--- config.mk ---
export PLATFORM = sky130hd
export DESIGN_NAME = md5_message_digest
export DESIGN_NICKNAME = d
export VERILOG_FILES = /design/src/hdl/md5_pkg.sv /design/src/hdl/md5_dp.sv /design/src/hdl/md5_ctrl.sv /design/src/hdl/md5_message_digest.sv
export SDC_FILE = /design/constraint.sdc
export NUM_CORES = 2
export LEC_CHECK = 0
export ABC_AREA = 1
export ABC_CLOCK_PERIOD_IN_PS = 5700
export BUFFER_PORTS_ARGS = -buffer_cell sky130_fd_sc_hd__buf_2
export CORE_UTILIZATION = 25
export DETAILED_ROUTE_END_ITERATION = 6
export MAX_ROUTING_LAYER = met4
export SYNTH_ARGS = -nofsm -noshare
export SYNTH_HDL_FRONTEND = slang
export SYNTH_SLANG_ARGS = --single-unit
--- constraint.sdc ---
create_clock -name clock -period 5.7 [get_ports clock]
set_input_delay 1.14 -clock clock [delete_from_list [all_inputs] [get_ports clock]]
set_output_delay 1.14 -clock clock [all_outputs]
set_load 0.03 [all_outputs]
--- src/hdl/md5_pkg.sv ---
// ============================================================================
// MD5 package
// Shared types, round constants and helper functions of the MD5 digest block.
// ============================================================================
`default_nettype none

package md5_pkg;

   localparam logic [31:0] INIT_A = 32'h6745_2301;
   localparam logic [31:0] INIT_B = 32'hefcd_ab89;
   localparam logic [31:0] INIT_C = 32'h98ba_dcfe;
   localparam logic [31:0] INIT_D = 32'h1032_5476;

   localparam logic [7:0] PAD_MARK  = 8'h80;
   localparam logic [7:0] PAD_ZERO  = 8'h00;
   localparam logic [5:0] LAST_POS  = 6'd63;
   localparam logic [5:0] LEN_POS   = 6'd56;
   localparam logic [3:0] LEN_WORD0 = 4'd14;
   localparam logic [3:0] LEN_WORD1 = 4'd15;

   localparam logic [31:0] ROUND_K [64] = '{
      32'hd76aa478, 32'he8c7b756, 32'h242070db, 32'hc1bdceee,
      32'hf57c0faf, 32'h4787c62a, 32'ha8304613, 32'hfd469501,
      32'h698098d8, 32'h8b44f7af, 32'hffff5bb1, 32'h895cd7be,
      32'h6b901122, 32'hfd987193, 32'ha679438e, 32'h49b40821,
      32'hf61e2562, 32'hc040b340, 32'h265e5a51, 32'he9b6c7aa,
      32'hd62f105d, 32'h02441453, 32'hd8a1e681, 32'he7d3fbc8,
      32'h21e1cde6, 32'hc33707d6, 32'hf4d50d87, 32'h455a14ed,
      32'ha9e3e905, 32'hfcefa3f8, 32'h676f02d9, 32'h8d2a4c8a,
      32'hfffa3942, 32'h8771f681, 32'h6d9d6122, 32'hfde5380c,
      32'ha4beea44, 32'h4bdecfa9, 32'hf6bb4b60, 32'hbebfbc70,
      32'h289b7ec6, 32'heaa127fa, 32'hd4ef3085, 32'h04881d05,
      32'hd9d4d039, 32'he6db99e5, 32'h1fa27cf8, 32'hc4ac5665,
      32'hf4292244, 32'h432aff97, 32'hab9423a7, 32'hfc93a039,
      32'h655b59c3, 32'h8f0ccc92, 32'hffeff47d, 32'h85845dd1,
      32'h6fa87e4f, 32'hfe2ce6e0, 32'ha3014314, 32'h4e0811a1,
      32'hf7537e82, 32'hbd3af235, 32'h2ad7d2bb, 32'heb86d391
   };

   localparam logic [4:0] ROT_S [16] = '{
      5'd7, 5'd12, 5'd17, 5'd22, 5'd5, 5'd9, 5'd14, 5'd20,
      5'd4, 5'd11, 5'd16, 5'd23, 5'd6, 5'd10, 5'd15, 5'd21
   };

   typedef struct packed {
      logic       wr_byte;
      logic       wr_mark;
      logic       wr_zero;
      logic       wr_len;
      logic       load;
      logic       round;
      logic       fold;
      logic       emit;
      logic [5:0] round_idx;
   } cmd_type;

   typedef struct packed {
      logic [5:0] pos;
      logic [5:0] ptr;
   } sts_type;

   function automatic logic [3:0] msg_index(input logic [5:0] r);
      logic [3:0] q;
      logic [3:0] g;
      q = r[3:0];
      case (r[5:4])
         2'd0:    g = q;
         2'd1:    g = {q[1:0], 2'b00} + q + 4'd1;
         2'd2:    g = {q[2:0], 1'b0} + q + 4'd5;
         default: g = {q[0], 3'b000} - q;
      endcase
      return g;
   endfunction

   function automatic logic [4:0] rot_amount(input logic [5:0] r);
      return ROT_S[{r[5:4], r[1:0]}];
   endfunction

   function automatic logic [31:0] rotl(input logic [31:0] v, input logic [4:0] s);
      logic [63:0] t;
      t = {v, v} << s;
      return t[63:32];
   endfunction

   function automatic logic [31:0] bswap(input logic [31:0] v);
      return {v[7:0], v[15:8], v[23:16], v[31:24]};
   endfunction

endpackage

`default_nettype wire

--- src/hdl/md5_dp.sv ---
// ============================================================================
// MD5 datapath
// Message block, byte counter, padding pointer, round unit, chaining words
// and digest output register.
// ============================================================================
`default_nettype none

module md5_dp (
   input  wire logic             clock,
   input  wire logic             reset,
   input  wire logic [7:0]       req_data_byte,
   input  wire md5_pkg::cmd_type cmd,
   output md5_pkg::sts_type      sts,
   output logic [63:0]           rsp_digest_high,
   output logic [63:0]           rsp_digest_low
);

   logic [31:0] block_ff [16];
   logic [31:0] chain_ff [4];
   logic [31:0] work_ff  [4];
   logic [31:0] pre_ff;
   logic [31:0] pre_in;
   logic [60:0] count_ff;
   logic [5:0]  ptr_ff;
   logic [63:0] high_ff;
   logic [63:0] low_ff;

   logic [5:0]  pos;
   logic [5:0]  wpos;
   logic [7:0]  wdata;
   logic [63:0] bit_len;
   logic [31:0] fval;
   logic [31:0] rot_val;
   logic [31:0] new_b;
   logic [5:0]  nxt_idx;
   logic [31:0] pre_base;

   assign pos     = count_ff[5:0];
   assign bit_len = {count_ff, 3'b000};
   assign sts.pos = pos;
   assign sts.ptr = ptr_ff;

   always_comb begin
      wpos  = pos;
      wdata = req_data_byte;
      if (cmd.wr_mark) begin
         wdata = md5_pkg::PAD_MARK;
      end else if (cmd.wr_zero) begin
         wpos  = ptr_ff;
         wdata = md5_pkg::PAD_ZERO;
      end
   end

   always_ff @(posedge clock) begin
      if (cmd.wr_byte || cmd.wr_mark || cmd.wr_zero) begin
         block_ff[wpos[5:2]][{wpos[1:0], 3'b000} +: 8] <= wdata;
      end
      if (cmd.wr_len) begin
         block_ff[md5_pkg::LEN_WORD0] <= bit_len[31:0];
         block_ff[md5_pkg::LEN_WORD1] <= bit_len[63:32];
      end
   end

   always_comb begin
      case (cmd.round_idx[5:4])
         2'd0:    fval = (work_ff[1] & work_ff[2]) | (~work_ff[1] & work_ff[3]);
         2'd1:    fval = (work_ff[1] & work_ff[3]) | (work_ff[2] & ~work_ff[3]);
         2'd2:    fval = work_ff[1] ^ work_ff[2] ^ work_ff[3];
         default: fval = work_ff[2] ^ (work_ff[1] | ~work_ff[3]);
      endcase
      rot_val  = md5_pkg::rotl(fval + pre_ff, md5_pkg::rot_amount(cmd.round_idx));
      new_b    = work_ff[1] + rot_val;
      nxt_idx  = cmd.load ? 6'd0 : cmd.round_idx + 6'd1;
      pre_base = cmd.load ? chain_ff[0] : work_ff[3];
      pre_in   = pre_base + md5_pkg::ROUND_K[nxt_idx]
               + block_ff[md5_pkg::msg_index(nxt_idx)];
   end

   always_ff @(posedge clock) begin
      if (cmd.load || cmd.round) begin
         pre_ff <= pre_in;
      end
      if (cmd.load) begin
         work_ff <= chain_ff;
      end else if (cmd.round) begin
         work_ff[0] <= work_ff[3];
         work_ff[1] <= new_b;
         work_ff[2] <= work_ff[1];
         work_ff[3] <= work_ff[2];
      end
      if (cmd.wr_mark) begin
         ptr_ff <= pos + 6'd1;
      end else if (cmd.wr_zero) begin
         ptr_ff <= ptr_ff + 6'd1;
      end
      if (cmd.emit) begin
         high_ff <= {md5_pkg::bswap(chain_ff[0]), md5_pkg::bswap(chain_ff[1])};
         low_ff  <= {md5_pkg::bswap(chain_ff[2]), md5_pkg::bswap(chain_ff[3])};
      end
   end

   always_ff @(posedge clock) begin
      if (reset || cmd.emit) begin
         chain_ff[0] <= md5_pkg::INIT_A;
         chain_ff[1] <= md5_pkg::INIT_B;
         chain_ff[2] <= md5_pkg::INIT_C;
         chain_ff[3] <= md5_pkg::INIT_D;
         count_ff    <= '0;
      end else begin
         if (cmd.fold) begin
            for (int i = 0; i < 4; i++) begin
               chain_ff[i] <= chain_ff[i] + work_ff[i];
            end
         end
         if (cmd.wr_byte) begin
            count_ff <= count_ff + 61'd1;
         end
      end
   end

   assign rsp_digest_high = high_ff;
   assign rsp_digest_low  = low_ff;

endmodule

`default_nettype wire

--- src/hdl/md5_ctrl.sv ---
// ============================================================================
// MD5 controller
// Sequences byte intake, padding, length insertion, the 64 compression
// rounds and delivery of the digest item.
// ============================================================================
`default_nettype none

module md5_ctrl (
   input  wire logic             clock,
   input  wire logic             reset,
   input  wire logic             req_valid,
   output logic                  req_ready,
   input  wire logic             req_has_byte,
   input  wire logic             req_last,
   output logic                  rsp_valid,
   input  wire logic             rsp_ready,
   output md5_pkg::cmd_type      cmd,
   input  wire md5_pkg::sts_type sts
);

   typedef enum logic [7:0] {
      ST_IDLE  = 8'b0000_0001,
      ST_MARK  = 8'b0000_0010,
      ST_ZERO  = 8'b0000_0100,
      ST_LEN   = 8'b0000_1000,
      ST_LOAD  = 8'b0001_0000,
      ST_ROUND = 8'b0010_0000,
      ST_FOLD  = 8'b0100_0000,
      ST_OUT   = 8'b1000_0000
   } state_type;

   typedef enum logic [1:0] {
      RET_BYTE = 2'd0,
      RET_ZERO = 2'd1,
      RET_LEN  = 2'd2
   } ret_type;

   state_type  state_ff, state_in;
   ret_type    ret_ff, ret_in;
   logic [5:0] round_ff, round_in;
   logic       last_ff, last_in;
   logic       wrap_ff, wrap_in;
   logic       rsp_valid_ff, rsp_valid_in;

   always_comb begin
      state_in     = state_ff;
      ret_in       = ret_ff;
      round_in     = round_ff;
      last_in      = last_ff;
      wrap_in      = wrap_ff;
      rsp_valid_in = rsp_valid_ff && !rsp_ready;
      req_ready    = 1'b0;
      cmd          = '0;
      cmd.round_idx = round_ff;
      case (state_ff)
         ST_IDLE: begin
            req_ready = 1'b1;
            if (req_valid) begin
               if (req_has_byte) begin
                  cmd.wr_byte = 1'b1;
                  last_in     = req_last;
                  if (sts.pos == md5_pkg::LAST_POS) begin
                     ret_in   = RET_BYTE;
                     state_in = ST_LOAD;
                  end else if (req_last) begin
                     state_in = ST_MARK;
                  end
               end else if (req_last) begin
                  state_in = ST_MARK;
               end
            end
         end
         ST_MARK: begin
            cmd.wr_mark = 1'b1;
            wrap_in     = sts.pos >= md5_pkg::LEN_POS;
            state_in    = ST_ZERO;
            if (sts.pos == md5_pkg::LAST_POS) begin
               wrap_in  = 1'b0;
               ret_in   = RET_ZERO;
               state_in = ST_LOAD;
            end
         end
         ST_ZERO: begin
            if (!wrap_ff && sts.ptr == md5_pkg::LEN_POS) begin
               state_in = ST_LEN;
            end else begin
               cmd.wr_zero = 1'b1;
               if (sts.ptr == md5_pkg::LAST_POS) begin
                  wrap_in  = 1'b0;
                  ret_in   = RET_ZERO;
                  state_in = ST_LOAD;
               end
            end
         end
         ST_LEN: begin
            cmd.wr_len = 1'b1;
            ret_in     = RET_LEN;
            state_in   = ST_LOAD;
         end
         ST_LOAD: begin
            cmd.load = 1'b1;
            round_in = 6'd0;
            state_in = ST_ROUND;
         end
         ST_ROUND: begin
            cmd.round = 1'b1;
            round_in  = round_ff + 6'd1;
            if (round_ff == md5_pkg::LAST_POS) begin
               state_in = ST_FOLD;
            end
         end
         ST_FOLD: begin
            cmd.fold = 1'b1;
            case (ret_ff)
               RET_BYTE: state_in = last_ff ? ST_MARK : ST_IDLE;
               RET_ZERO: state_in = ST_ZERO;
               RET_LEN:  state_in = ST_OUT;
               default:  state_in = ST_IDLE;
            endcase
         end
         ST_OUT: begin
            if (!rsp_valid_ff || rsp_ready) begin
               cmd.emit     = 1'b1;
               rsp_valid_in = 1'b1;
               last_in      = 1'b0;
               state_in     = ST_IDLE;
            end
         end
         default: state_in = ST_IDLE;
      endcase
   end

   always_ff @(posedge clock) begin
      if (reset) begin
         state_ff     <= ST_IDLE;
         ret_ff       <= RET_BYTE;
         round_ff     <= '0;
         last_ff      <= 1'b0;
         wrap_ff      <= 1'b0;
         rsp_valid_ff <= 1'b0;
      end else begin
         state_ff     <= state_in;
         ret_ff       <= ret_in;
         round_ff     <= round_in;
         last_ff      <= last_in;
         wrap_ff      <= wrap_in;
         rsp_valid_ff <= rsp_valid_in;
      end
   end

   assign rsp_valid = rsp_valid_ff;

`ifndef SYNTHESIS
   a_rsp_from_out: assert property (@(posedge clock) disable iff (reset)
      $rose(rsp_valid_ff) |-> $past(state_ff == ST_OUT))
      else $error("digest item raised outside delivery");
   a_round_end: assert property (@(posedge clock) disable iff (reset)
      (state_ff == ST_ROUND && round_ff == md5_pkg::LAST_POS) |=> state_ff == ST_FOLD)
      else $error("compression did not end after the last round");
   a_full_block: assert property (@(posedge clock) disable iff (reset)
      (req_valid && req_ready && req_has_byte && sts.pos == md5_pkg::LAST_POS)
      |=> state_ff == ST_LOAD)
      else $error("full block not compressed");
   a_len_load: assert property (@(posedge clock) disable iff (reset)
      state_ff == ST_LEN |=> (state_ff == ST_LOAD && ret_ff == RET_LEN))
      else $error("length word not followed by final compression");
`endif

endmodule

`default_nettype wire

--- src/hdl/md5_message_digest.sv ---
// ============================================================================
// MD5 message digest
// Takes a message one byte per item and returns the 128-bit digest at the end.
//
//   channel  direction  fields
//   req_     in         data_byte[7:0], has_byte, last
//   rsp_     out        digest_high[63:0], digest_low[63:0]
//
// A byte item is taken while the controller is idle; the byte that fills a
// 64-byte block runs the shared round unit (load, 64 rounds, fold) first.
// An end item is taken in, then the 0x80 mark and each zero byte are written,
// a step closes the padding, the length is written, one or two compressions
// run, and the digest is delivered.
// Reset is synchronous; no clearing pass is needed.
// A stalled digest item holds in the output register while the next message
// is taken in; delivery of the following digest waits for it.
// ============================================================================
`default_nettype none

module md5_message_digest (
   input  wire logic        clock,
   input  wire logic        reset,
   input  wire logic        req_valid,
   output logic             req_ready,
   input  wire logic [7:0]  req_data_byte,
   input  wire logic        req_has_byte,
   input  wire logic        req_last,
   output logic             rsp_valid,
   input  wire logic        rsp_ready,
   output logic [63:0]      rsp_digest_high,
   output logic [63:0]      rsp_digest_low
);

   md5_pkg::cmd_type cmd;
   md5_pkg::sts_type sts;

   md5_ctrl u_ctrl (
      .clock        (clock),
      .reset        (reset),
      .req_valid    (req_valid),
      .req_ready    (req_ready),
      .req_has_byte (req_has_byte),
      .req_last     (req_last),
      .rsp_valid    (rsp_valid),
      .rsp_ready    (rsp_ready),
      .cmd          (cmd),
      .sts          (sts)
   );

   md5_dp u_dp (
      .clock           (clock),
      .reset           (reset),
      .req_data_byte   (req_data_byte),
      .cmd             (cmd),
      .sts             (sts),
      .rsp_digest_high (rsp_digest_high),
      .rsp_digest_low  (rsp_digest_low)
   );

endmodule

`default_nettype wire
==> run summary <==
most frequent cell after synthesis: nand2_1
Vias/cell: 4.96
Synth Area per Inst: 8.30 µm²
fill count: 25000
Reg-to-Reg End: u_dp.work_ff[81]
final std cells w/o fill: 11500
max_cap viols: 0
Final TNS setup: 0 ns
std cell rows: 180
critical path capture point type: flip-flop
Worst Path Arrival: 6.06 ns
final setup violating endpoints: 0
Max rail drop VDD: 0.237 mV
slowest stage delay, CP: 0.38 ns
GR Overflow Total: 0
CTS tree: yes
pwr/cell area: 195 nW/µm²
placed insts: 11300
Syn Nets: 7595
Top cell by count, worst path: buf_4
R2R Path Start: u_ctrl.round_ff[5]
htree depth: 3
Nets: 8576
R2R depth: 36
register bit count reported by yosys: 1014
DRT Pass-1 Iters: 6
port bufs: 143
Routability Congestion: 0.975
Synth area leader: edfxtp_1
Worst-path clk slew: 0.07 ns
RSZ-0062 raised after global routing: yes
Yosys Warn Count: 0
Starting Density: 0.251
die area: 244000 µm²
Area Overhead vs Synth: 30.5%
dominant synthesized flop cell: edfxtp_1
First DRT Iteration DRCs: 5474
Skew-Pair Late Insertion Delay: 0.81 ns
startpoint types: flip-flop
commonest cells in the netlist: 1353 x nand2_1, 834 x inv_1, 828 x nor2_1, 803 x edfxtp_1, 711 x o21ai_0
Cell variety after synth: 74
Highest Clock Rate: 0.179 GHz
initial antenna violation count: 13
storage element area: 28400 µm²
pin count of the biggest net entering global routing: 172
Power, Total: 15.4 mW
vias in the first global route: 54500
status: finished, final reports clean
min Tclk post-route: 5.60 ns
Synth top area share: 0.399
multi-input logic area: 30900 µm²
TritonCTS Sinks: 1014
Post-Route WL: 237 mm
share of layout cells above drive strength 1: 0.243
top-level port count: 144
Seq/Total Area, Yosys: 0.469
Num CTS Buffers: 104
Worst Skew: 0.0820 ns
Die Span X: 494 µm
worst-margin pin slew: 1.31 ns
worst min-delay path class: flip-flop to flip-flop
synth top area cells: edfxtp_1 40%, nand2_1 8.4%, dfxtp_1 7.0%
LEAKAGE: 31.9 nW
fin worst setup slack: 0.0998 ns
first-pass GRT wire length: 345 mm
drt wl/cell: 20.5 µm
Final Slew Violations: 0
Vias: 57200
final hold vios: 0
Post-route DRC: 0
number of synthesized flops with an enable pin: 803
Max Buffers Root-to-Sink: 3
Critical Path Sink: u_dp.work_ff[81]
critical path launch point: u_ctrl.round_ff[5]
global-route usage over all layers: 0.192
die height: 494 µm
Final ANT Viol Nets: 0
r2r setup slk: 0.1 ns
Worst Path Required: 6.16 ns
Critical Path Slowest Stage Cell: dfxtp_4
HPWL Detailed: 180 mm
Crit Path Max Fanout: 5
Setup WS pre-CTS: -0.929 ns
Syn Std Cell Area: 60400 µm²
Async S/R FF share, synth: 0
CTS Root Buffer Type: clkbuf_16
final worst path period share: 0.982
Setup Crit Path Kind: flip-flop to flip-flop
hold_buf cts: 0
Gate Count Post-Synth: 7286
Relative slew margins: 0.117
area of the core: 241000 µm²
-- report_power, final --
| group | switching, mW | internal [mW] | total [mW] |
|---|---|---|---|
| Combinational | 0.265 | 0.0883 | 0.354 |
| Clock | 3.22 | 3.82 | 7.04 |
| Sequential | 0.00868 | 7.97 | 7.98 |
| Total | 3.49 | 11.9 | 15.4 |
-- routing by layer --
layer / part of all wire / track usage / vias to the layer above
met1: 0.43 / 0.244 / 27700
met4: 0.040 / 0.0683 / 0
met5: 0 / - / -
met3: 0.065 / 0.0270 / 391
li1: - / - / 27100
met2: 0.47 / 0.309 / 2069
-- placed cells by master, fill, tap and decap left out, types with 41 or more instances in the layout --
cell type and count:
nand2_1 1222, buf_4 941, edfxtp_1 803, inv_1 785, nor2_1 782, o21ai_0 673
a21oi_1 433, nand3_1 378, dfxtp_1 204, ha_1 202, buf_2 143, nand3_2 126
nor3_1 122, nand2_2 117, o221ai_1 110, clkbuf_16 107, xor2_1 101, a21oi_2 76
o211ai_1 70, o21ai_1 65, inv_2 57, nand4_1 55, ha_4 48, xnor2_1 47
buf_6 41
-- cell families after synthesis --
group,Yosys count,synth area share
xor+xnor,164,0.0245
buf+inv,1145,0.0745
fa+ha+maj,295,0.0659
compound gates,1659,0.157
mux,3,0.000497
flops,1014,0.469
simple gates,3006,0.209
-- worst min path at each step --
| stage | startpoint | slack, ns | endpoint | depth (start not counted) |
|---|---|---|---|---|
| 2_1_floorplan | u_dp.chain_ff[74] | 0.43 | u_dp.rsp_digest_high[18] | 0 |
| 3_3_place_gp | u_ctrl.wrap_ff | 0.45 | u_ctrl.wrap_ff | 2 |
| 6_report | u_ctrl.wrap_ff | 0.47 | u_ctrl.wrap_ff | 2 |
| 4_1_cts | u_ctrl.wrap_ff | 0.48 | u_ctrl.wrap_ff | 2 |
| 3_5_place_dp | u_ctrl.wrap_ff | 0.46 | u_ctrl.wrap_ff | 2 |
| 5_1_grt | u_ctrl.wrap_ff | 0.49 | u_ctrl.wrap_ff | 2 |
-- flip-flops by register name, summed over array words and instances, names as in the netlist --
signal                count
u_dp.rsp_digest_low      64
u_ctrl.state_ff           8
u_dp.work_ff            128
u_dp.pre_ff              32
u_ctrl.ret_ff             2
u_dp.ptr_ff               6
u_ctrl.round_ff           6
u_ctrl.last_ff            1
u_dp.block_ff           512
u_ctrl.wrap_ff            1
u_dp.rsp_digest_high     64
u_dp.chain_ff           128
u_ctrl.rsp_valid          1
u_dp.count_ff            61
-- layout make-up --
type / count / share of cell area
Clock inverter: 63 / 0.00932
Inverter: 857 / 0.0413
Timing Repair Buffer: 1163 / 0.114
Sequential cell: 1014 / 0.359
Tap cell: 3185 / 0.0505
Clock buffer: 126 / 0.0345
Antenna cell: 1 / 0.0000317
Multi-Input combinational cell: 5127 / 0.391
-- through the flow --
stage	hold slack, ns	instance area (µm²)	utilization
after floorplan	0.434	60500	-
after global placement	0.451	71200	0.296
after detailed placement	0.464	71200	0.296
after CTS	0.478	75700	0.315
after global routing	0.493	78900	0.328
final	0.475	78900	0.328
-- timing repair --
action                     in CTS  in global routing
setup endpoints to repair      48                 45
pin swaps                      47                195
cloned                          0                  3
resized for setup             210                623
buffers inserted               33                 59
-- worst max-delay path, delay by kind of cell (launching register included) --
family / cells / cell delay (ns)
AOI/OAI and AO/OA: 10 / 1.62
xor gates and xnor gates: 1 / 0.24
adders and majority gates: 2 / 0.55
buffers and inverters: 11 / 1.22
DFF: 1 / 0.38
and+or+nand+nor: 12 / 1.27
(Power assumes the default switching activity.)
